### config.mk
export PLATFORM = sky130hd
export DESIGN_NAME = brf_mdu
export DESIGN_NICKNAME = d
export VERILOG_FILES = /design/src/hw/rtl/brf_pkg.sv /design/src/hw/rtl/brf_mdu.sv
export SDC_FILE = /design/constraint.sdc
export NUM_CORES = 1
export LEC_CHECK = 0
export ABC_AREA = 1
export BUFFER_PORTS_ARGS = -buffer_cell sky130_fd_sc_hd__buf_2
export CORE_MARGIN = 2
export CORE_UTILIZATION = 50
export DETAILED_ROUTE_END_ITERATION = 8
export HOLD_SLACK_MARGIN = 0.08
export PLACE_DENSITY = 0.64
export SLEW_MARGIN = 20
export SYNTH_ARGS = -nofsm -noshare
export SYNTH_HDL_FRONTEND = slang
export SYNTH_SLANG_ARGS = --single-unit
### constraint.sdc
create_clock -name clk -period 9.6 [get_ports clk]
set_input_delay 2.88 -clock clk [delete_from_list [all_inputs] [get_ports clk]]
set_output_delay 2.88 -clock clk [all_outputs]
set_load 0.02 [all_outputs]
### src/hw/rtl/brf_pkg.sv
// Shared types and constants for the Brent root finder block.
package brf_pkg;

    localparam int WORD_BITS_DEF     = 64;
    localparam int FRACTION_BITS_DEF = 40;
    localparam int COUNT_BITS_DEF    = 16;

    // Fixed widths of the iteration limit register and iterations_used field.
    localparam int LIMIT_BITS  = 16;
    localparam int STATUS_BITS = 3;
    localparam int CFG_IDX_BITS = 2;

    localparam logic [CFG_IDX_BITS-1:0] CFG_ABS_TOL = 2'd0;
    localparam logic [CFG_IDX_BITS-1:0] CFG_REL_TOL = 2'd1;
    localparam logic [CFG_IDX_BITS-1:0] CFG_LIMIT   = 2'd2;

    localparam logic [STATUS_BITS-1:0] ST_EVAL      = 3'd0;
    localparam logic [STATUS_BITS-1:0] ST_CONVERGED = 3'd1;
    localparam logic [STATUS_BITS-1:0] ST_NO_SIGN   = 3'd2;
    localparam logic [STATUS_BITS-1:0] ST_EXACT     = 3'd3;
    localparam logic [STATUS_BITS-1:0] ST_LIMIT     = 3'd4;

    localparam logic [63:0]           TOL_RESET   = 64'd1099511;
    localparam logic [LIMIT_BITS-1:0] LIMIT_RESET = 16'd100;

    typedef enum logic {
        MDU_MUL = 1'b0,
        MDU_DIV = 1'b1
    } mdu_op_t;

    typedef struct packed {
        logic    start;
        mdu_op_t op;
    } mdu_cmd_t;

endpackage

### src/hw/rtl/brf_mdu.sv
// Shared iterative saturating fixed-point multiply and divide unit.
module brf_mdu #(
    parameter int WORD_BITS     = brf_pkg::WORD_BITS_DEF,
    parameter int FRACTION_BITS = brf_pkg::FRACTION_BITS_DEF
) (
    input  logic                        clk,
    input  logic                        rst_n,
    input  brf_pkg::mdu_cmd_t           cmd,
    input  logic signed [WORD_BITS-1:0] opa,
    input  logic signed [WORD_BITS-1:0] opb,
    output logic                        done,
    output logic signed [WORD_BITS-1:0] result
);

    localparam int W  = WORD_BITS;
    localparam int F  = FRACTION_BITS;
    localparam int NW = W + F;
    localparam int CW = $clog2(NW + 1);

    typedef enum logic [2:0] {
        M_IDLE = 3'b001,
        M_RUN  = 3'b010,
        M_FIN  = 3'b100
    } mstate_t;

    mstate_t           state_reg, state_next;
    brf_pkg::mdu_op_t  op_reg, op_next;
    logic              neg_reg, neg_next;
    logic [W-1:0]      ub_reg, ub_next;
    logic [W:0]        hi_reg, hi_next;
    logic [W-1:0]      mlo_reg, mlo_next;
    logic [NW-1:0]     num_reg, num_next;
    logic [CW-1:0]     cnt_reg, cnt_next;
    logic              done_reg, done_next;
    logic [W-1:0]      res_reg, res_next;

    logic [W-1:0] ua, ub;
    logic [W:0]   msum, drem;
    logic         over;
    logic [W-1:0] mag, lim;

    assign ua = opa[W-1] ? (~opa + 1'b1) : opa;
    assign ub = opb[W-1] ? (~opb + 1'b1) : opb;

    always_comb
    begin
        msum = hi_reg + (mlo_reg[0] ? {1'b0, ub_reg} : '0);
        drem = {hi_reg[W-1:0], num_reg[NW-1]};
        if (op_reg == brf_pkg::MDU_MUL)
        begin
            over = |({hi_reg[W-1:0], mlo_reg} >> (F + W));
            mag  = W'({hi_reg[W-1:0], mlo_reg} >> F);
        end
        else
        begin
            over = |(num_reg >> W);
            mag  = num_reg[W-1:0];
        end
        lim = neg_reg ? {1'b1, {(W-1){1'b0}}} : {1'b0, {(W-1){1'b1}}};
    end

    always_comb
    begin
        state_next = state_reg;
        op_next    = op_reg;
        neg_next   = neg_reg;
        ub_next    = ub_reg;
        hi_next    = hi_reg;
        mlo_next   = mlo_reg;
        num_next   = num_reg;
        cnt_next   = cnt_reg;
        done_next  = 1'b0;
        res_next   = res_reg;
        case (state_reg)
            M_IDLE:
            begin
                if (cmd.start)
                begin
                    op_next  = cmd.op;
                    neg_next = opa[W-1] ^ opb[W-1];
                    ub_next  = ub;
                    hi_next  = '0;
                    mlo_next = ua;
                    num_next = NW'(ua) << F;
                    cnt_next = (cmd.op == brf_pkg::MDU_MUL) ? CW'(W - 1) : CW'(NW - 1);
                    state_next = M_RUN;
                end
            end
            M_RUN:
            begin
                if (op_reg == brf_pkg::MDU_MUL)
                begin
                    hi_next  = {1'b0, msum[W:1]};
                    mlo_next = {msum[0], mlo_reg[W-1:1]};
                end
                else
                begin
                    if (drem >= {1'b0, ub_reg})
                    begin
                        hi_next  = drem - {1'b0, ub_reg};
                        num_next = {num_reg[NW-2:0], 1'b1};
                    end
                    else
                    begin
                        hi_next  = drem;
                        num_next = {num_reg[NW-2:0], 1'b0};
                    end
                end
                if (cnt_reg == '0)
                    state_next = M_FIN;
                else
                    cnt_next = cnt_reg - 1'b1;
            end
            M_FIN:
            begin
                if (over || (mag > lim))
                    res_next = neg_reg ? (~lim + 1'b1) : lim;
                else
                    res_next = neg_reg ? (~mag + 1'b1) : mag;
                done_next  = 1'b1;
                state_next = M_IDLE;
            end
            default:
            begin
                state_next = M_IDLE;
            end
        endcase
    end

    always_ff @(posedge clk or negedge rst_n)
    begin
        if (!rst_n)
        begin
            state_reg <= M_IDLE;
            cnt_reg   <= '0;
            done_reg  <= 1'b0;
        end
        else
        begin
            state_reg <= state_next;
            cnt_reg   <= cnt_next;
            done_reg  <= done_next;
        end
    end

    always_ff @(posedge clk)
    begin
        op_reg  <= op_next;
        neg_reg <= neg_next;
        ub_reg  <= ub_next;
        hi_reg  <= hi_next;
        mlo_reg <= mlo_next;
        num_reg <= num_next;
        res_reg <= res_next;
    end

    assign done   = done_reg;
    assign result = res_reg;

endmodule

==> flow_summary.rst, run 1 <==
.. list-table::
   :header-rows: 1

   * - Metric
     - Value
   * - Outcome
     - completed
   * - Total Die Area
     - between 70000 and 80000 µm²
   * - Final-report max-slew violation count
     - 0
   * - Hold path cells
     - 1
   * - Number of flip-flops in the largest register
     - 104
   * - Total number of vias
     - 35900
   * - Antenna violations before repair
     - 0
   * - Iter 0 DRT Violations
     - 3964
   * - Top cells by count, synth
     - 1647 x sky130_fd_sc_hd__nand2_1, 826 x sky130_fd_sc_hd__inv_1, 624 x sky130_fd_sc_hd__nor2_1
   * - Total routing resource utilization after global routing
     - 34.9%
   * - Fmax
     - 0.176 GHz
   * - Setup Skew
     - roughly 0.035 ns
   * - Post-synthesis sequential element count
     - 374
   * - Worst R2R Path Depth
     - 15
   * - Num rows
     - 97
   * - Overflow after GRT
     - 0
   * - Global route hottest layer
     - met2
   * - Wire length of the first global-routing pass
     - 195000 µm
   * - Vias in the first global route
     - 33200
   * - Hold-critical path endpoint
     - cnt_reg[5]
   * - Clock H-tree levels
     - 2
   * - Clock tree from TritonCTS
     - done
   * - Setup Fix Bufs, Post-CTS
     - 0
   * - Clock root buffer
     - sky130_fd_sc_hd__clkbuf_16
   * - First drt pass iteration count
     - 6
   * - Clock-pin slew reported for the worst setup and hold paths after clock tree synthesis
     - approximately 0.05 ns
   * - Worst setup SP type
     - primary input
   * - Final TNS setup
     - 0 ns
   * - Placed wire-length estimate
     - 107000 µm
   * - Final setup viols
     - 0
   * - Final design area excluding fillers
     - 38600 µm²
   * - # hold bufs at CTS
     - 0
   * - Cell area reported after detailed placement
     - 37200 µm²
   * - Core Region
     - 70000 µm²
   * - Unrepaired setup endpoints after global routing
     - no
   * - Leak pwr
     - ~18 nW
   * - Final wirelength
     - 130000 µm
   * - IO Pins
     - 197
   * - Area share of the leading cell type in the synthesized netlist
     - 30.8%
   * - EDFF count, synth
     - roughly 360
   * - Count of distinct cell types in the synthesized netlist
     - 51
   * - Weighted congestion at the end of routability-driven global placement
     - around 1.0
   * - Global-route met3 utilization
     - 6.20%
   * - Height of the die
     - 270 µm
   * - Max VDD drop
     - 0.163 mV
   * - Met1 usage in global routing
     - ~48%
   * - Global Route met2 Usage
     - 53.8%
   * - Endpoint kind of the worst setup timing path
     - flop
   * - Filler Cell Count
     - 7128
   * - CTS Buffer Depth
     - 3
   * - Final-report hold violation count
     - 0
   * - Wirelength per Cell
     - between 15 and 20 µm
   * - Final worst path period share
     - 59.1%
   * - Most instantiated flip-flop cell in the synthesis netlist
     - sky130_fd_sc_hd__edfxtp_1
   * - Startpoint of the worst register-to-register path
     - op_reg
   * - Warning count from the yosys run
     - 0
   * - Number of nets produced by synthesis
     - 5716
   * - Largest cells by area after synthesis
     - sky130_fd_sc_hd__edfxtp_1 31%, sky130_fd_sc_hd__nand2_1 17%, sky130_fd_sc_hd__inv_1 8.8%
   * - Syn Area/Cell
     - 6.57 µm²
   * - Quantity of I/O buffers inserted on ports
     - slightly below 200
   * - Number of CTS-inserted buffers
     - 44
   * - WP data arrival
     - approximately 5.9 ns
   * - Maximum number of pins on one net before global-route repair
     - 130
   * - Power Dens Cells
     - 305 nW/µm²
   * - CP required
     - slightly below 10 ns
   * - Type of the setup path with the least slack
     - in -> reg
   * - Number of clock sinks
     - 374
   * - DIE WIDTH
     - ~270 µm
   * - Shortest period the worst path allows
     - 5.67 ns
   * - Post-CTS Resized
     - 0
   * - Post-Syn Instances
     - 5385
   * - Top-count cell post-synth
     - sky130_fd_sc_hd__nand2_1
   * - Worst slew margin relative to its limit
     - between 20% and 30%
   * - Register-to-Register Setup Slack
     - 4.12 ns
   * - Slew at the pin closest to its max-slew limit
     - 1.15 ns
   * - Synth-to-Final Area Change
     - 9.14%
   * - Detailed-route vias per instance
     - about 5.5
   * - Startpoint of the most critical hold path
     - cnt_reg[5]
   * - Summed instance area of the synthesized netlist
     - 35400 µm²
   * - Fraction of synthesis flops using an asynchronous set or reset pin
     - ~2.9%
   * - Final antenna-violating net count
     - 0
   * - Antenna Diode Count
     - 0
   * - Clock Latency Late Sink
     - between 0.6 and 0.7 ns
   * - Sequential area share after synthesis
     - about a third
   * - Layout cell share with drive strength beyond 1
     - under 10%
   * - Reg2reg end
     - result[20]
   * - Cell taking the most area after synthesis
     - sky130_fd_sc_hd__edfxtp_1
   * - Classification of the worst-slack hold path
     - reg -> reg
   * - Starting utilization of the core area
     - 50.5%
   * - Post-route DRC
     - 0
   * - Max-cap violation count
     - 0
   * - Final layout net count
     - between 5000 and 6000
   * - Top fanout value on the critical path
     - 73
==> stage by stage <==
| stage | instances | util (%) | setup slack, ns | hold WS, ns | power, W |
|---|---|---|---|---|---|
| after CTS | 6507 | 55.1 | 3.87 | 0.509 | 0.0116 |
| after global routing | 6507 | 55.2 | 3.64 | 0.531 | 0.0126 |
| final | 6507 | 55.2 | 3.93 | 0.506 | 0.0118 |
| after global placement | 6427 | 53.1 | 3.30 | 0.495 | 0.00977 |
| after floorplan | 5385 | - | 1.09 | 0.467 | 0.00763 |
| after detailed placement | 6427 | 53.1 | 3.24 | 0.497 | 0.00984 |
==> cell usage in the layout, fill, tap and decap left out, drive strengths merged, types with 3 or more instances in the layout <==
cell type,instances
nand2,1665
inv,838
nor2,654
nand3,369
edfxtp,363
o21ai,344
a21oi,294
buf,227
ha,197
xor2,99
nor3,76
nand4,71
clkbuf,57
xnor2,52
nand3b,45
o21bai,37
nor4,30
o211ai,29
or2,29
a21o,15
clkinv,15
o21a,11
a31oi,10
dfrtp,10
a21boi,7
bufinv,5
nor3b,3
o31ai,3
==> power breakdown <==
part / total, W / switching (W) / leakage [nW] / internal [W]
registers: 0.00306 / 0.000508 / 3.56 / 0.00255
clock network: 0.00171 / 0.000704 / 0.704 / 0.00100
logic: 0.00702 / 0.00499 / 14.1 / 0.00203
==> cell families after synthesis <==
kind of cell	Yosys count	share of synthesized area (%)
buffers and inverters	962	10.8
adders and majority gates	199	7.08
AOI/OAI and AO/OA	753	11.9
xor gates and xnor gates	151	3.74
DFF	374	31.6
and+or+nand+nor	2946	34.9
==> how the worst max path moves through the flow <==
stage                      start     endpoint  slack, ns  depth (start not counted)
after floorplan           cmd[1]   num_reg[0]       1.09                          6
after detailed placement  cmd[1]  num_reg[71]       3.24                         10
after global routing      op_reg   result[10]       3.64                         18
final                     cmd[1]  num_reg[66]       3.93                         10
after CTS                 cmd[1]  num_reg[66]       3.87                         10
after global placement    cmd[1]  num_reg[71]       3.30                         10
==> final cells by class <==
| cell class | instances | area, µm² | share of cell area, % |
|---|---|---|---|
| multi-input combinational | 4049 | 20400 | 52.9 |
| inverter | 837 | 3150 | 8.15 |
| clock inverter | 23 | 289 | 0.748 |
| clock buffer | 57 | 1170 | 3.03 |
| sequential | 374 | 11200 | 28.9 |
| tap | 940 | 1180 | 3.05 |
| timing repair buffer | 227 | 1230 | 3.17 |
==> worst max-delay path: stages <==
cell and delay, ns:
sky130_fd_sc_hd__buf_2 0.10, sky130_fd_sc_hd__nand4_1 0.22, sky130_fd_sc_hd__inv_2 0.09, sky130_fd_sc_hd__buf_4 0.59
sky130_fd_sc_hd__nor2_1 0.15, sky130_fd_sc_hd__inv_2 0.08, sky130_fd_sc_hd__buf_4 0.33, sky130_fd_sc_hd__nand2_1 0.16
sky130_fd_sc_hd__inv_4 0.71, sky130_fd_sc_hd__buf_4 0.53
==> per-layer routing <==
layer / part of all wire, % / wire length, µm / vias to the layer above
met5: 0 / 0 / -
met4: 4.4 / 5720 / 0
met3: 9.4 / 12200 / 250
met2: 43 / 55300 / 1529
met1: 44 / 56400 / 16400
li1: - / - / 17800
(Power assumes the default switching activity.)
==> inputs of run 2 (changes only) <==
Settings changed: PLACE_DENSITY 0.64 to 0.67.
Clock period 9.6 ns to 4.8 ns, I/O delays scaled along.
==> run 2 against run 1 <==
  * Non-clock buffer count up 8
  * Global-route usage up 1.6 points
  * Worst setup slack worse by 3.2 ns
  * Clock power up 100%
  * Clock skew up 0.0072 ns
  * Sequential cell count unchanged
  * Largest cell class unchanged
==> flow_summary.rst, run 2 (synthesis gave the netlist of run 1 again) <==
.. list-table::
   :header-rows: 1

   * - Metric
     - Value
   * - Outcome
     - completed
   * - Final TNS setup
     - 0 ns
   * - Type of the setup path with the least slack
     - reg -> reg
   * - Final worst path period share
     - a little under nine tenths
   * - Clock H-tree levels
     - 2
   * - Wirelength per Cell
     - approximately 21 µm
   * - Core occupancy in the finished layout
     - a little under three fifths
   * - First drt pass iteration count
     - 6
   * - Final-report max-slew violation count
     - 0
   * - Post-CTS Resized
     - 0
   * - Top fanout value on the critical path
     - 63
   * - Detailed-route vias per instance
     - 5.58
   * - Endpoint kind of the worst setup timing path
     - flop
   * - Cell Count, Final, Fillers Out
     - 6517
   * - Filler Cell Count
     - around 7100
   * - Starting utilization of the core area
     - 50.5%
   * - CP required
     - 5.11 ns
   * - Fmax
     - 0.243 GHz
   * - Critical Path Max Stage Delay
     - 0.71 ns
   * - Placed wire-length estimate
     - 112000 µm
   * - Cell family contributing the most delay on the critical path
     - simple AND/OR/NAND/NOR gates
   * - Layout cell share with drive strength beyond 1
     - 8.09%
   * - Weighted congestion at the end of routability-driven global placement
     - 1.03
   * - Hold-critical path endpoint
     - done
   * - Worst R2R Path Depth
     - 14
   * - Worst Slack Setup Final
     - 0.686 ns
   * - Final antenna-violating net count
     - 0
   * - Iter 0 DRT Violations
     - 4503
   * - Worst setup SP type
     - flop
   * - Wire length of the first global-routing pass
     - 203000 µm
   * - Leak pwr
     - approximately 18 nW
   * - Hold path cells
     - 1
   * - Final setup viols
     - 0
   * - WP data arrival
     - 4.43 ns
   * - Placed Cells incl. Taps
     - 6435
   * - Classification of the worst-slack hold path
     - reg -> reg
   * - Placement-stage worst setup slack
     - 0.794 ns
   * - Total routing resource utilization after global routing
     - 36.5%
   * - Height of the die
     - 270 µm
   * - Max VDD drop
     - 0.376 mV
   * - Final-report hold violation count
     - 0
   * - Number of clock sinks
     - 374
   * - Antenna violations before repair
     - 1
   * - Total Die Area
     - about 73000 µm²
   * - Power Dens Cells
     - 615 nW/µm²
   * - Worst slew margin relative to its limit
     - roughly 27%
   * - Clock-pin slew reported for the worst setup and hold paths after clock tree synthesis
     - around 0.06 ns
   * - Shortest period the worst path allows
     - 4.11 ns
   * - Unrepaired setup endpoints after global routing
     - no
   * - Synth-to-Final Area Change
     - 9.56%
   * - Number of CTS-inserted buffers
     - 44
   * - Register-to-Register Setup Slack
     - 0.69 ns
   * - Clock Latency Late Sink
     - 0.63 ns
   * - Final wirelength
     - ~140000 µm
   * - Final layout net count
     - 5872
   * - IO Pins
     - 197
   * - Setup Fix Bufs, Post-CTS
     - 0
   * - Maximum number of pins on one net before global-route repair
     - 130
   * - Setup Skew
     - between 0.04 and 0.05 ns
   * - Commonest non-fill, non-tap cell in the layout
     - sky130_fd_sc_hd__nand2_1
   * - CTS Buffer Depth
     - 3
   * - Total number of vias
     - 36300
   * - Reg2reg end
     - result[47]
   * - Critical path cell sequence
     - buf_12 -> o21ai_0 -> inv_1 -> ha_1 -> nand4_1 -> nor3_1 -> nand2_1 -> nor2_1 -> nand4_1 -> nand2_2 -> nand2_1 -> nand2_2 -> buf_4 -> nand2_1
   * - Slew at the pin closest to its max-slew limit
     - 1.09 ns
   * - Max-cap violation count
     - 0
   * - Num rows
     - between 90 and 100
   * - Core Region
     - 70000 µm²
   * - Bufs and invs on worst path
     - 3
   * - Most common cell on crit path
     - sky130_fd_sc_hd__nand2_1
   * - Commonest cells after routing, fill and taps aside
     - 1644 x sky130_fd_sc_hd__nand2_1, 822 x sky130_fd_sc_hd__inv_1, 622 x sky130_fd_sc_hd__nor2_1, 366 x sky130_fd_sc_hd__nand3_1, 363 x sky130_fd_sc_hd__edfxtp_1
   * - # hold bufs at CTS
     - 0
   * - Startpoint of the most critical hold path
     - state_reg[1]
   * - Number of flip-flops in the largest register
     - 104
   * - Quantity of I/O buffers inserted on ports
     - 196
   * - Vias in the first global route
     - 33700
   * - Overflow after GRT
     - 0
   * - Post-route DRC
     - 0
   * - Critical-path top delay cell
     - sky130_fd_sc_hd__o21ai_0
   * - DIE WIDTH
     - 270 µm
   * - Startpoint of the worst register-to-register path
     - op_reg
   * - Clock root buffer
     - sky130_fd_sc_hd__clkbuf_16
   * - Clock tree from TritonCTS
     - done
## run 2: worst max path at each step
| stage | from | cells past startpoint | end | slack [ns] |
|---|---|---|---|---|
| 4_1_cts | op_reg | 14 | result[47] | 0.78 |
| 3_5_place_dp | op_reg | 14 | result[47] | 0.79 |
| 2_1_floorplan | cmd[1] | 6 | num_reg[0] | -1.15 |
| 6_report | op_reg | 14 | result[47] | 0.69 |
| 3_3_place_gp | op_reg | 14 | result[49] | 0.90 |
| 5_1_grt | op_reg | 14 | result[51] | 0.56 |
## run 2: final cells by class
cell class | count | area [µm²] | area share (%)
multi-input combinational | 4049 | 20400 | 52.7
sequential | 374 | 11200 | 28.8
inverter | 837 | 3160 | 8.15
timing repair buffer | 235 | 1350 | 3.48
tap | 940 | 1180 | 3.03
clock buffer | 51 | 1150 | 2.96
clock inverter | 30 | 329 | 0.849
antenna | 1 | 2.50 | 0.00645
## run 2: power breakdown
| part | internal, W | total [W] | switching [W] |
|---|---|---|---|
| Sequential | 0.00509 | 0.00613 | 0.00104 |
| Clock | 0.00196 | 0.00345 | 0.00149 |
| Combinational | 0.00413 | 0.0143 | 0.0101 |
## run 2: worst reg2reg max path: stages, from the launching register on
cell                       delay [ns]
sky130_fd_sc_hd__edfxtp_1        0.47
sky130_fd_sc_hd__buf_12          0.22
sky130_fd_sc_hd__o21ai_0         0.75
sky130_fd_sc_hd__inv_1           0.15
sky130_fd_sc_hd__ha_1            0.36
sky130_fd_sc_hd__nand4_1         0.12
sky130_fd_sc_hd__nor3_1          0.25
sky130_fd_sc_hd__nand2_1         0.17
sky130_fd_sc_hd__nor2_1          0.25
sky130_fd_sc_hd__nand4_1         0.18
sky130_fd_sc_hd__nand2_2         0.12
sky130_fd_sc_hd__nand2_1         0.08
sky130_fd_sc_hd__nand2_2         0.07
sky130_fd_sc_hd__buf_4           0.48
sky130_fd_sc_hd__nand2_1         0.17
## run 2: per-layer routing
layer	vias up	wire [µm]	track usage (%)	share of wire, %
li1	17700	-	-	-
met4	0	5790	14.1	4.3
met5	-	0	0	0
met3	237	13900	6.37	10
met1	16600	59200	52.4	44
met2	1775	56500	54.5	42
## run 2: through the flow
stage | total power [W] | hold slack (ns) | cell area [µm²]
after floorplan | 0.0153 | 0.467 | 35400
after global placement | 0.0198 | 0.448 | 37300
after detailed placement | 0.0199 | 0.451 | 37300
after CTS | 0.0234 | 0.463 | 38800
after global routing | 0.0255 | 0.477 | 38800
final | 0.0239 | 0.460 | 38800
